**config.mk**
```make
export PLATFORM = sky130hd
export DESIGN_NAME = nor_flash_command_sequencer
export DESIGN_NICKNAME = d
export VERILOG_FILES = /design/src/sv/nfcs_pkg.sv /design/src/sv/nor_flash_command_sequencer.sv /design/src/sv/nfcs_step.sv
export SDC_FILE = /design/constraint.sdc
export NUM_CORES = 1
export LEC_CHECK = 0
export BUFFER_PORTS_ARGS = -buffer_cell sky130_fd_sc_hd__buf_4
export CAP_MARGIN = 20
export CORE_UTILIZATION = 39
export CTS_CLUSTER_DIAMETER = 30
export DETAILED_ROUTE_END_ITERATION = 10
export SKIP_LAST_GASP = 1
export SLEW_MARGIN = 20
export SYNTH_ARGS = -nofsm -noshare
export SYNTH_HDL_FRONTEND = slang
export SYNTH_SLANG_ARGS = --single-unit
```
**constraint.sdc**
```tcl
create_clock -name clk -period 6.3 [get_ports clk]
set_clock_uncertainty 0.15 [all_clocks]
set_input_delay 0.63 -clock clk [delete_from_list [all_inputs] [get_ports clk]]
set_output_delay 0.63 -clock clk [all_outputs]
set_load 0.05 [all_outputs]
```
**src/sv/nfcs_pkg.sv**
```systemverilog
// shared types, codes and constants of the nor flash command sequencer
// no dependencies
`default_nettype none

package nfcs_pkg;

  // byte offset bits taken from the input item
  localparam int OFFSET_BITS = 25;
  localparam int OFFSET_W    = 25;
  localparam int ADDR_W      = 24;
  localparam int DATA_W      = 32;
  localparam logic [OFFSET_W-1:0] OFFSET_MASK =
    (OFFSET_BITS >= OFFSET_W) ? {OFFSET_W{1'b1}}
                              : OFFSET_W'((64'd1 << OFFSET_BITS) - 64'd1);

  localparam logic [ADDR_W-1:0] ADDR_UNLOCK1 = 24'h000555;
  localparam logic [ADDR_W-1:0] ADDR_UNLOCK2 = 24'h0002aa;
  localparam logic [ADDR_W-1:0] ADDR_MAX     = 24'hffffff;
  localparam logic [23:0] TIMEOUT_DEFAULT    = 24'd10000000;

  typedef enum logic [2:0] {
    MODE_RESET       = 3'd0,
    MODE_CHIP_ERASE  = 3'd1,
    MODE_SECT_ERASE  = 3'd2,
    MODE_PROGRAM     = 3'd3,
    MODE_POLL        = 3'd4
  } mode_t;

  typedef enum logic [2:0] {
    ST_ISSUED  = 3'd0,
    ST_BUSY    = 3'd1,
    ST_DONE    = 3'd2,
    ST_TIMEOUT = 3'd3,
    ST_REFUSED = 3'd4,
    ST_IDLE    = 3'd5
  } status_t;

  typedef enum logic [1:0] {
    KIND_NONE    = 2'd0,
    KIND_ERASE   = 2'd1,
    KIND_PROGRAM = 2'd2
  } kind_t;

  // bus width codes
  localparam logic [1:0] BW_8  = 2'd0;
  localparam logic [1:0] BW_16 = 2'd1;
  localparam logic [1:0] BW_32 = 2'd2;

  // register indexes
  localparam logic [1:0] REG_BUS_WIDTH = 2'd0;
  localparam logic [1:0] REG_DEV_SIZE  = 2'd1;
  localparam logic [1:0] REG_TIMEOUT   = 2'd2;

  typedef struct packed {
    logic [1:0]  bus_width;
    logic [4:0]  device_size_log2;
    logic [23:0] timeout_limit;
  } cfg_t;

  typedef struct packed {
    logic [2:0]        mode;
    logic [ADDR_W-1:0] word;
    logic [15:0]       write_data;
    logic [31:0]       read_first;
    logic [31:0]       read_second;
  } item_t;

  typedef struct packed {
    kind_t             kind;
    logic [31:0]       expected_value;
    logic [23:0]       poll_count;
    logic [ADDR_W-1:0] poll_address;
  } state_t;

  typedef struct packed {
    logic              bus_write;
    logic [ADDR_W-1:0] bus_addr;
    logic [DATA_W-1:0] bus_data;
    status_t           status;
    logic              last;
  } result_t;

endpackage

`default_nettype wire

```
**src/sv/nor_flash_command_sequencer.sv**
```systemverilog
// top level of the nor flash command sequencer: item register, step counter,
// result register and configuration; depends on nfcs_pkg and nfcs_step
//
// usage
//   s_* takes one item per transfer: a command (reset, chip erase, sector
//   erase, program word) or a poll carrying two status reads
//   m_* gives the results: each command gives its bus writes in order, the
//   final one flagged by m_tlast; every other item gives a single result
//   cfg_* writes a register (0 bus width, 1 device size log2, 2 timeout
//   limit); cfg_ready is always high, write only while the block is idle
// path: an item is registered in the item register and its first result in the
//   result register before it appears on m_* when the output is free
// throughput: one result per cycle while m_tready allows; an item holds the
//   item register until its final result moves on, and it has 1 to 6 results
//   (a chip or sector erase gives 6); the next item is taken in the cycle its
//   predecessor's final result moves into the result register
// reset: clears the registers to their defaults, nothing pending
// stall: when m_tready is low the result register holds, the step counter
//   stops and s_tready drops once the item register is full
`default_nettype none

module nor_flash_command_sequencer (
  input  logic         clk,
  input  logic         rst,
  // item stream
  input  logic         s_tvalid,
  output logic         s_tready,
  input  logic [111:0] s_tdata,   // byte_offset, write_data, read_first, read_second
  input  logic [2:0]   s_tuser,   // mode
  // result stream
  output logic         m_tvalid,
  input  logic         m_tready,
  output logic [55:0]  m_tdata,   // bus_addr, bus_data
  output logic [3:0]   m_tuser,   // bus_write, status
  output logic         m_tlast,
  // register writes
  input  logic         cfg_valid,
  output logic         cfg_ready,
  input  logic [1:0]   cfg_index,
  input  logic [23:0]  cfg_data
);

  // configuration registers
  nfcs_pkg::cfg_t    cfg;
  // operation state left by the last item
  nfcs_pkg::state_t  st;
  nfcs_pkg::state_t  st_next;

  // held item and its step
  logic              hold_valid;
  nfcs_pkg::item_t   hold;
  logic [2:0]        step;

  // result register
  logic              out_valid;
  nfcs_pkg::result_t out;

  nfcs_pkg::result_t res;
  nfcs_pkg::item_t   in_item;
  logic [24:0]       offset_masked;
  logic              advance;
  logic              item_done;
  logic              in_xfer;

  nfcs_step u_step (
    .item    (hold),
    .step    (step),
    .cfg     (cfg),
    .st      (st),
    .res     (res),
    .st_next (st_next)
  );

  // unpack the item, byte offset becomes a word index
  assign offset_masked       = s_tdata[24:0] & nfcs_pkg::OFFSET_MASK;
  assign in_item.mode        = s_tuser;
  assign in_item.word        = offset_masked[24:1];
  assign in_item.write_data  = s_tdata[40:25];
  assign in_item.read_first  = s_tdata[72:41];
  assign in_item.read_second = s_tdata[104:73];

  // a result moves into the result register when it is free or drains now
  assign advance   = hold_valid && (!out_valid || m_tready);
  assign item_done = advance && res.last;
  assign s_tready  = !hold_valid || item_done;
  assign in_xfer   = s_tvalid && s_tready;
  assign cfg_ready = 1'b1;

  always_ff @(posedge clk) begin
    if (rst) begin
      hold_valid <= 1'b0;
      step       <= 3'd0;
      out_valid  <= 1'b0;
      cfg        <= '{bus_width: nfcs_pkg::BW_16, device_size_log2: 5'd0,
                      timeout_limit: nfcs_pkg::TIMEOUT_DEFAULT};
      st         <= '{kind: nfcs_pkg::KIND_NONE, expected_value: 32'd0,
                      poll_count: 24'd0, poll_address: '0};
    end else begin
      if (in_xfer) begin
        hold_valid <= 1'b1;
      end else if (item_done) begin
        hold_valid <= 1'b0;
      end
      if (advance) begin
        step      <= res.last ? 3'd0 : 3'(step + 3'd1);
        out_valid <= 1'b1;
      end else if (m_tready) begin
        out_valid <= 1'b0;
      end
      // state changes once the item's final result is out
      if (item_done) begin
        st <= st_next;
      end
      if (cfg_valid && cfg_ready) begin
        case (cfg_index)
          nfcs_pkg::REG_BUS_WIDTH: cfg.bus_width        <= cfg_data[1:0];
          nfcs_pkg::REG_DEV_SIZE:  cfg.device_size_log2 <= cfg_data[4:0];
          nfcs_pkg::REG_TIMEOUT:   cfg.timeout_limit    <= cfg_data;
          default: ;
        endcase
      end
    end
  end

  // payload registers
  always_ff @(posedge clk) begin
    if (in_xfer) begin
      hold <= in_item;
    end
    if (advance) begin
      out <= res;
    end
  end

  assign m_tvalid = out_valid;
  assign m_tdata  = {out.bus_data, out.bus_addr};
  assign m_tuser  = {out.status, out.bus_write};
  assign m_tlast  = out.last;

endmodule

`default_nettype wire

```
**src/sv/nfcs_step.sv**
```systemverilog
// result generator: one result of the held item at a given step, plus the
// state the item leaves behind; depends on nfcs_pkg
`default_nettype none

module nfcs_step (
  input  nfcs_pkg::item_t   item,
  input  logic [2:0]        step,
  input  nfcs_pkg::cfg_t    cfg,
  input  nfcs_pkg::state_t  st,
  output nfcs_pkg::result_t res,
  output nfcs_pkg::state_t  st_next
);

  function automatic logic [31:0] repl(input logic [1:0] bw, input logic [7:0] b);
    case (bw)
      nfcs_pkg::BW_8:  return {24'h0, b};
      nfcs_pkg::BW_16: return {16'h0, b, b};
      default:         return {4{b}};
    endcase
  endfunction

  function automatic logic [31:0] wmask(input logic [1:0] bw);
    case (bw)
      nfcs_pkg::BW_8:  return 32'h0000_00ff;
      nfcs_pkg::BW_16: return 32'h0000_ffff;
      default:         return 32'hffff_ffff;
    endcase
  endfunction

  logic        no_device;
  logic        bad_width;
  logic [31:0] mask;
  logic        match;

  assign no_device = (cfg.device_size_log2 == 5'd0);
  assign bad_width = (cfg.bus_width > nfcs_pkg::BW_32);
  assign mask      = wmask(cfg.bus_width);
  assign match     = ((item.read_first & mask) == (st.expected_value & mask)) &&
                     ((item.read_second & mask) == (st.expected_value & mask));

  always_comb begin
    res       = '0;
    res.last  = 1'b1;
    st_next   = st;
    case (item.mode)
      nfcs_pkg::MODE_RESET: begin
        st_next.kind = nfcs_pkg::KIND_NONE;
        if (bad_width) begin
          res.status = nfcs_pkg::ST_DONE;
        end else begin
          res.bus_write = 1'b1;
          res.bus_data  = repl(cfg.bus_width, 8'hf0);
          res.status    = nfcs_pkg::ST_ISSUED;
        end
      end
      nfcs_pkg::MODE_CHIP_ERASE: begin
        if (no_device || bad_width) begin
          res.status = nfcs_pkg::ST_REFUSED;
        end else begin
          res.bus_write = 1'b1;
          res.status    = nfcs_pkg::ST_ISSUED;
          res.last      = (step == 3'd5);
          case (step)
            3'd0, 3'd3: begin
              res.bus_addr = nfcs_pkg::ADDR_UNLOCK1;
              res.bus_data = repl(cfg.bus_width, 8'haa);
            end
            3'd1, 3'd4: begin
              res.bus_addr = nfcs_pkg::ADDR_UNLOCK2;
              res.bus_data = repl(cfg.bus_width, 8'h55);
            end
            3'd2: begin
              res.bus_addr = nfcs_pkg::ADDR_UNLOCK1;
              res.bus_data = repl(cfg.bus_width, 8'h80);
            end
            default: begin
              res.bus_addr = nfcs_pkg::ADDR_UNLOCK1;
              res.bus_data = repl(cfg.bus_width, 8'h10);
            end
          endcase
          st_next = '{kind: nfcs_pkg::KIND_ERASE, expected_value: mask,
                      poll_count: 24'd0, poll_address: '0};
        end
      end
      nfcs_pkg::MODE_SECT_ERASE, nfcs_pkg::MODE_PROGRAM: begin
        if (no_device) begin
          res.status = nfcs_pkg::ST_REFUSED;
        end else if (cfg.bus_width != nfcs_pkg::BW_16) begin
          res.status = nfcs_pkg::ST_DONE;
        end else if (item.mode == nfcs_pkg::MODE_SECT_ERASE) begin
          res.bus_write = 1'b1;
          res.status    = nfcs_pkg::ST_ISSUED;
          res.last      = (step == 3'd5);
          case (step)
            3'd0, 3'd3: begin
              res.bus_addr = nfcs_pkg::ADDR_UNLOCK1;
              res.bus_data = 32'h0000_aaaa;
            end
            3'd1, 3'd4: begin
              res.bus_addr = nfcs_pkg::ADDR_UNLOCK2;
              res.bus_data = 32'h0000_5555;
            end
            3'd2: begin
              res.bus_addr = nfcs_pkg::ADDR_UNLOCK1;
              res.bus_data = 32'h0000_8080;
            end
            default: begin
              res.bus_addr = item.word;
              res.bus_data = 32'h0000_3030;
            end
          endcase
          st_next = '{kind: nfcs_pkg::KIND_ERASE, expected_value: 32'h0000_ffff,
                      poll_count: 24'd0, poll_address: item.word};
        end else begin
          res.bus_write = 1'b1;
          res.status    = nfcs_pkg::ST_ISSUED;
          res.last      = (step == 3'd3);
          case (step)
            3'd0: begin
              res.bus_addr = nfcs_pkg::ADDR_UNLOCK1;
              res.bus_data = 32'h0000_aaaa;
            end
            3'd1: begin
              res.bus_addr = nfcs_pkg::ADDR_UNLOCK2;
              res.bus_data = 32'h0000_5555;
            end
            3'd2: begin
              res.bus_addr = nfcs_pkg::ADDR_UNLOCK1;
              res.bus_data = 32'h0000_a0a0;
            end
            default: begin
              res.bus_addr = item.word;
              res.bus_data = {16'h0, item.write_data};
            end
          endcase
          st_next = '{kind: nfcs_pkg::KIND_PROGRAM,
                      expected_value: {16'h0, item.write_data},
                      poll_count: 24'd0, poll_address: item.word};
        end
      end
      nfcs_pkg::MODE_POLL: begin
        if (st.kind == nfcs_pkg::KIND_NONE) begin
          res.status = nfcs_pkg::ST_IDLE;
        end else if (st.poll_count > cfg.timeout_limit) begin
          res.bus_addr = st.poll_address;
          res.status   = nfcs_pkg::ST_TIMEOUT;
          st_next.kind = nfcs_pkg::KIND_NONE;
        end else begin
          res.bus_addr = st.poll_address;
          if (st.poll_count != nfcs_pkg::ADDR_MAX) begin
            st_next.poll_count = st.poll_count + 24'd1;
          end
          if (match) begin
            res.status   = nfcs_pkg::ST_DONE;
            st_next.kind = nfcs_pkg::KIND_NONE;
          end else begin
            res.status = nfcs_pkg::ST_BUSY;
          end
        end
      end
      default: begin
        res.status = nfcs_pkg::ST_REFUSED;
      end
    endcase
  end

endmodule

`default_nettype wire

```
Word level (Yosys, flattened, before mapping):

Index checks and enable logic that the tools add are counted.

* bits of input ports: 146
* latch bits: 0
* memories: 0
* ROM bits: 0
* output and inout bits: 64
* register bits after elaboration: 286
* logic and storage cells: 129
* bits in writable memories: 0

* equal/unequal tests: 23
* shifts and indexed selects: 0
* div/mod/pow operators: 0
* multiplexer cells: 50
* bitwise gates (word level): 3
* reduce and logical (&&, ||, !) cells: 29
* $lt $le $gt $ge: 2
* add/subtract/negate cells: 2
* $mul: 0

Operators with widths (count)
* 56-bit case mux with 3 select lines: 2
* 82-bit two-way mux: 4
* 32-bit case mux with 2 select lines: 5
* 57-bit two-way mux: 3
* 24-bit case mux with 3 select lines: 2
* 43-bit case mux with 3 select lines: 1
* 32-bit bitwise AND: 3
* 24-bit two-way mux: 4
* 32-bit case mux with 3 select lines: 1
* 32-bit equality test: 2
* 31-bit case mux with 2 select lines: 1
* 60-bit two-way mux: 1
* 29-bit case mux with 2 select lines: 1
* 24-bit case mux with 2 select lines: 1
* 32-bit two-way mux: 1
* 24-bit by 1-bit adder with 24-bit output (second input constant): 1
* 24-bit > comparator: 1
* 24-bit != test (second input constant): 1
* 3-bit two-way mux: 5
* 3-bit by 2-bit equality test with 1-bit output (second input constant): 4
* 2-bit two-way mux: 6
* 3-bit case mux with 4 select lines: 1
* 2-bit != test (second input constant): 5
* 3-bit equality test (second input constant): 3
* other kinds (25): 50

Logic depth before layout (Yosys ltp):

Gate-level depths: netlist (run 1).

* depth after elaboration: 11
* mapped depth: 13
* gate-level depth less buffers: 10

By module:

From an unflattened synthesis (run 1), not the netlist that was laid out.

* cells, all modules: 1465
* area total of the unflattened synthesis: 14453.9 um2

Modules (own cells, without submodules)
* nor_flash_command_sequencer: cells an instance 721, sequential area each 7407.1 um2, instances 1, area each 9902.0 um2
* nfcs_step: cells an instance 744, sequential area each 0.0 um2, instances 1, area each 4551.9 um2

Worst setup path after synthesis (run 1):

No wires, ideal clock.

* kind: input port to flip-flop
* from: input m_tready
* to: register hold[0] (netlist bit) (enable)
* setup time: 478 ps
* arrival: 5140 ps
* path slack: 532 ps
* required time: 5672 ps
* path buffers: 0
* stages on the path: 6
* path through: nand2b_1 > nand2_1 > inv_1 > nand2_1 > nand2_1 > and2_1

* word-level cells in the longest chain between the ends: 5

Ends and longest elaborated chain
* start, declared: RTL line nor_flash_command_sequencer.sv:32 `input logic m_tready,`
* 1-bit logical OR: RTL line nor_flash_command_sequencer.sv:83 `assign advance = hold_valid && (!out_valid || m_tready);`
* 1-bit logical AND: RTL line nor_flash_command_sequencer.sv:83
* named net advance: RTL line nor_flash_command_sequencer.sv:61 `logic advance;`
* 1-bit logical AND: RTL line nor_flash_command_sequencer.sv:84 `assign item_done = advance && res.last;`
* 1-bit logical OR: RTL line nor_flash_command_sequencer.sv:85 `assign s_tready = !hold_valid || item_done;`
* named net s_tready: RTL line nor_flash_command_sequencer.sv:27 `output logic s_tready,`
* 1-bit logical AND: RTL line nor_flash_command_sequencer.sv:86 `assign in_xfer = s_tvalid && s_tready;`
* named net in_xfer: RTL line nor_flash_command_sequencer.sv:63 `logic in_xfer;`
* end signal, assigned: RTL line nor_flash_command_sequencer.sv:128 `hold <= in_item;`
* end, declared: RTL line nor_flash_command_sequencer.sv:51 `nfcs_pkg::item_t hold;`

The timed path passes the listed nets, and every way through them passes these cells.
A chain may end at the register's enable or synchronous reset.

Worst setup path after layout (run 1):

* from: register, netlist name cfg[30]
* to: register, netlist name st[63]

* word-level cells in the longest chain between the ends: 6
* elaborated cells between the ends (all ways): 16
* classes of those cells: order compare: 1; eq/ne: 4; mux: 7; reduce/logical: 4

Ends and longest elaborated chain
* 2-bit > comparator / 2-bit by 1-bit != test with 1-bit output (equally long branches): RTL line nfcs_step.sv:36, nfcs_step.sv:88
* 1-bit logical OR / 1-bit two-way mux (equally long branches): RTL line nfcs_step.sv:57, nfcs_step.sv:88
* 1-bit two-way mux, on equally long branches: RTL line nfcs_step.sv:57, nfcs_step.sv:86
* 1-bit case mux with 2 select lines: RTL line nfcs_step.sv:45 `case (item.mode)`
* 1-bit logical AND: RTL line nor_flash_command_sequencer.sv:84
* 5-bit AND reduction (no line)

Parallel ways exist; a longest one is shown, timed or not. The select of a mux whose other input is x is not followed.

==> results.cfg, run 1 <==
[run_status]
status = complete, no violations

[finish]
design_area_um2 = 14960
nets = 1437
num_antenna_cells = 0
final_common_cell = buf_4
finalNonFillerCells = 1683
final_layout_size_suffix_gt1_share_pct = 24.52
syn_to_final_growth_pct = 32.97
final_cell_mix = buf_4 (208), edfxtp_1 (158), nand2_1 (132)

[floorplan]
die_h_um = 171.8
initial_core_util_pct = 40.05
rows = 61
fp.coreArea_um2 = 28090
die_w_um = 171.8
io_pins = 210
die-area_um2 = 29530

[setup_path]
ff2ff_path_depth = 9
cp.required_ps = 6530
arrival_ps = 3990
crit_fanout = 40
r2r_start = cfg[30]
cp-end-kind = register
start_kind = register
r2r-end = st[63]
criticalPathCategory = register to register
reg2reg_slack_ps = 2540

[route]
dr.first_iter.drc_count = 627
drt-total-wl_um = 28520
wl_per_cell_um = 16.94
final_antenna_net_count = 0
firstDrtPassIters = 6
post_drt_via_cell_ratio = 5.223
drc_errors = 0
via_count = 8791

[sta]
slew_headroom_pct = 25.90
setup-tns-final_ps = 0
layout_setup_ws_ps = 2542
tightest_slew_ps = 1111
min_period_over_period_pct = 59.65
fin_crit_ps = 3758
fmax_ghz = 0.2661
rsz0062_at_grt = false
setup-violations-final = 0
hold_viol_final = 0
maxSlewViolCount = 0

[place]
place_area_um2 = 13020
dpl.cell_count = 1577
port_buffers = 200
place_hpwl_um = 19140
place_ws_ps = 2543
place_congestion = 0.8545

[logic_synthesis]
synth_simple_gate_area_share_pct = 17.41
synthMuxAreaShare_pct = 0.6451
synth_compound_area_share_pct = 13.72
yosysTopAreaCellShare_pct = 42.18
async_flop_share_pct = 0
yosysWarnings = 0
synthAdderAreaFrac_pct = 3.782
synth_top_family_by_area = simple AND/OR/NAND/NOR gates
synth-edff-count = 158
ys_seq_elements = 261
syn_nets = 1233
ys.flop_type = edfxtp_1
yosys.area.top_type = edfxtp_1
syn_area_per_cell_um2 = 10.68
yosysSeqAreaShare_pct = 60.50
synthCells = 1053
synth_xor_area_share_pct = 0.07786
synthesis.area_um2 = 11250
synthTopCellsByArea = edfxtp_1 (42%), dfxtp_1 (18%), a21oi_1 (4.7%), nand2_1 (4.4%), ha_1 (3.8%)
synth_cell_types = 66

[pwr]
ir_drop_v = 0.0003586
p_leak_nw = 5.639
p_per_area_nw_per_um2 = 348.6

[cts]
cts_hold_buf = 0
cts-resized-gates = 0
root_buffer = clkbuf_16
clockBufferDepth = 3
clock-sinks = 261
clkLatencyLatePin_ps = 550
cts_tree = done
htreeDepth = 2
clk_pin_slew_ps = 40
numCtsBuffers = 56
postCtsSetupBuffers = 0

[global_route]
grtUsageTotal_pct = 19.50
grt_pass1_wl_um = 44730
grt_max_degree = 53
first_global_vias = 8582
overflow = 0
antenna_found_initial = 0

[hold_path]
min_to = hold[56]
hold_start = s_tdata[65]
hold_class = input port to register
hold_depth = 1

[flow_run]
max_cap_viol_count = 0
[layout make-up]
class / instances / area, um^2
fill: 2510 / 13130
sequential: 261 / 6807
clock inverter: 30 / 330.3
tap: 378 / 473.0
multi-input combinational: 692 / 4033
timing repair buffer: 208 / 1562
clock buffer: 76 / 1612
inverter: 38 / 142.6
[cells in the mapped netlist (5+ instances only)]
library cell,instances
a32o_1,13
and3_1,22
or2_2,6
nor2_1,71
buf_4,12
nand2b_1,7
or3_1,8
mux2i_1,5
o311ai_0,9
nand3_1,47
dfxtp_1,103
inv_1,38
nand4_1,12
nor2b_1,6
ha_1,34
a211oi_1,8
a21oi_1,106
o22ai_1,11
nor3_1,47
clkbuf_1,40
a31oi_1,16
and2_1,9
o211ai_1,27
o21ai_0,32
or4_1,9
edfxtp_1,158
nor4_1,9
buf_2,8
nand2_1,132
[worst max-delay path, stage by stage (launching register included)]
cell      delay (ps)
dfxtp_1          360
inv_1            100
ha_1             350
nand3b_1         160
a22o_1           130
a221o_1          330
nand3_4          360
nand2b_2         770
nor2_1           710
a211oi_1         170
[per-layer routing]
metal	GRT usage (%)	vias up	routed length, um
met4	6.156	0	622
met3	6.282	48	2208
li1	-	4334	-
met2	31.03	296	13350
met1	25.10	4113	12340
met5	0	-	0
[logic make-up (layout without fill, tap and decap cells)]
family | after synthesis | after routing
adders and majority gates | 34 | 34
other | 1 | 1
DFF | 261 | 261
AOI/OAI and AO/OA | 247 | 247
and+or+nand+nor | 402 | 402
buffers and inverters | 100 | 352
muxes | 7 | 7
xor gates and xnor gates | 1 | 1
[sequential cells by signal (all words and copies together), names as in the netlist]
signal / count
hold: 107
st: 67
m_tdata: 46
cfg: 31
m_tuser: 4
step: 3
hold_valid: 1
m_tlast: 1
m_tvalid: 1
[per-stage QoR]
stage,hold slack (ps),utilization (%),power (mW)
2_1_floorplan,282.2,-,2.173
3_5_place_dp,294.9,46.34,2.323
5_1_grt,84.72,53.26,5.394
3_3_place_gp,287.6,46.34,2.319
4_1_cts,87.59,53.26,5.265
6_report,103.9,53.26,5.214
[power by group]
part	internal [mW]	total (mW)	switching (mW)
sequential	1.91	1.95	0.0398
clock	2.02	2.92	0.903
combinational	0.123	0.343	0.220
[worst max path at each step]
stage / start / endpoint / slack, ps / cells past startpoint
floorplan: m_tready / hold[0] / 530 / 6
global placement: cfg[24] / st[58] / 2590 / 7
detailed placement: cfg[30] / st[61] / 2540 / 9
CTS: cfg[30] / st[56] / 2490 / 9
global route: cfg[30] / st[56] / 2320 / 9
finish: cfg[30] / st[63] / 2540 / 9
Note: power is estimated with default switching activity, not from simulation.
==> run 2: changes to the inputs <==
clock period = 3.65 ns   (was 6.3 ns; I/O delays follow)
==> run 2 against run 1 <==
Effect of this change:
- non-clock buffer count is 141 higher
- worst hold slack lost 52 ps
- first-iteration DRC count grew 11%
- via count is 7.5% higher
- highest routed layer unchanged
- final cell count up 8.2%
- maximum frequency rose by 16%
- register-to-register slack got worse by 2100 ps
- cell area is 9.3% higher
- critical path type unchanged
- sequential power is 72% higher
- sequential share of layout area fell by 3.9 points
- die area stayed put
- global-route usage rose by 0.85 points
==> results.cfg, run 2 (same netlist as run 1, synthesis figures left out) <==
[route]
wl_met2_um = 15000
firstDrtPassIters = 5
final_antenna_net_count = 0
wl_met1_um = 12630
dr.first_iter.drc_count = 694
wl_per_cell_um = 16.69
drt-total-wl_um = 30390
via_count = 9453
drc_errors = 0
dr_wl_met3_um = 2037
highest_layer = met4
post_drt_via_cell_ratio = 5.191

[finish]
largest_register = hold
nets = 1576
design_area_um2 = 16350
final_common_cell = buf_4
final_cell_mix = buf_4 (213), edfxtp_1 (158), dlygate4sd3_1 (133)
syn_to_final_growth_pct = 45.35
final_layout_size_suffix_gt1_share_pct = 23.16
largest_reg_flops = 107

[setup_path]
ff2ff_path_depth = 8
r2r_start = step[0]
cp.required_ps = 3890
arrival_ps = 3480
start_kind = register
crit_fanout = 17
criticalPathCategory = register to register
cp-end-kind = register
reg2reg_slack_ps = 420
r2r-end = st[61]

[sta]
min_period_over_period_pct = 88.57
tightest_slew_ps = 996.1
fin_crit_ps = 3233
rsz0062_at_grt = false
slew_headroom_pct = 33.60
setup-violations-final = 0
hold_viol_final = 0
maxSlewViolCount = 0
layout_setup_ws_ps = 417.2
setup-tns-final_ps = 0
fmax_ghz = 0.3093

[place]
place_area_um2 = 13110
place_hpwl_um = 19290
place_ws_ps = 434.5
place_congestion = 0.8552
port_buffers = 200

[run_status]
status = complete, no violations

[cts]
cts_tree = done
postCtsSetupBuffers = 0
numCtsBuffers = 54
root_buffer = clkbuf_16
clk_pin_slew_ps = 50
htreeDepth = 2
clockBufferDepth = 3
clkLatencyLatePin_ps = 560
clock-sinks = 261

[flow_run]
max_cap_viol_count = 0

[global_route]
grt_max_degree = 53
antenna_found_initial = 0
first_global_vias = 9332
overflow = 0
grt_pass1_wl_um = 46840
grtUsageTotal_pct = 20.35

[hold_path]
hold_class = input port to register
min_to = cfg[29]
hold_depth = 3
hold_start = cfg_index[1]

[pwr]
ir_drop_v = 0.0004364
p_per_area_nw_per_um2 = 558.1
p_leak_nw = 6.226

[floorplan]
io_pins = 210
initial_core_util_pct = 40.05
fp.coreArea_um2 = 28090
die-area_um2 = 29530
die_h_um = 171.8
rows = 61
die_w_um = 171.8
[run 2: cell type report]
cell class | instances | area (um^2)
diodes | 1 | 2.502
repair buffers | 349 | 2990
clock inverters | 37 | 461.7
flip-flops and latches | 261 | 6807
multi-input cells | 692 | 4028
clock buffers | 65 | 1443
fillers | 2344 | 11740
well taps | 378 | 473.0
inverters | 38 | 146.4
[run 2: power by group]
part | switching (mW) | internal (mW)
logic | 0.411 | 0.314
registers | 0.0704 | 3.29
clock network | 1.64 | 3.40
total | 2.12 | 7.01
[run 2: worst max-delay path: stages, from the launching register on]
cell and delay [ps]:
dfxtp_1 400, ha_1 180, ha_1 310, nand4b_1 170
a221o_1 340, nand3_4 280, nand2b_2 500, nor2_1 580
a211oi_1 160
[run 2: per-stage QoR]
| stage | util, % | total power, mW | hold slack, ps | cells |
|---|---|---|---|---|
| 2_1_floorplan | - | 3.744 | 282.2 | 1053 |
| 3_3_place_gp | 46.69 | 4.011 | 287.9 | 1585 |
| 3_5_place_dp | 46.69 | 4.019 | 293.3 | 1585 |
| 4_1_cts | 58.21 | 9.180 | 38.15 | 1820 |
| 5_1_grt | 58.21 | 9.416 | 68.97 | 1820 |
| 6_report | 58.21 | 9.125 | 51.97 | 1821 |
[run 2: timing repair]
item	CTS	global route
endpoints found under the hold margin	140	0
gates resized for setup	0	0
endpoints found under the setup margin	0	0
hold buffers	133	0
[run 2: worst max-delay path by stage]
| stage | startpoint | end | slack, ps | cells after the start |
|---|---|---|---|---|
| after floorplan | m_tvalid | hold[0] | 220 | 6 |
| after global placement | cfg[24] | st[63] | 500 | 7 |
| after detailed placement | cfg[24] | st[62] | 430 | 7 |
| after CTS | step[0] | st[61] | 420 | 8 |
| after global routing | step[0] | st[61] | 220 | 8 |
| final | step[0] | st[61] | 420 | 8 |
[run 2: metal layers]
| metal | up-vias | global-route usage (%) |
|---|---|---|
| li1 | 4608 | - |
| met1 | 4489 | 24.96 |
| met2 | 308 | 34.61 |
| met3 | 48 | 4.901 |
| met4 | 0 | 7.580 |
| met5 | - | 0 |
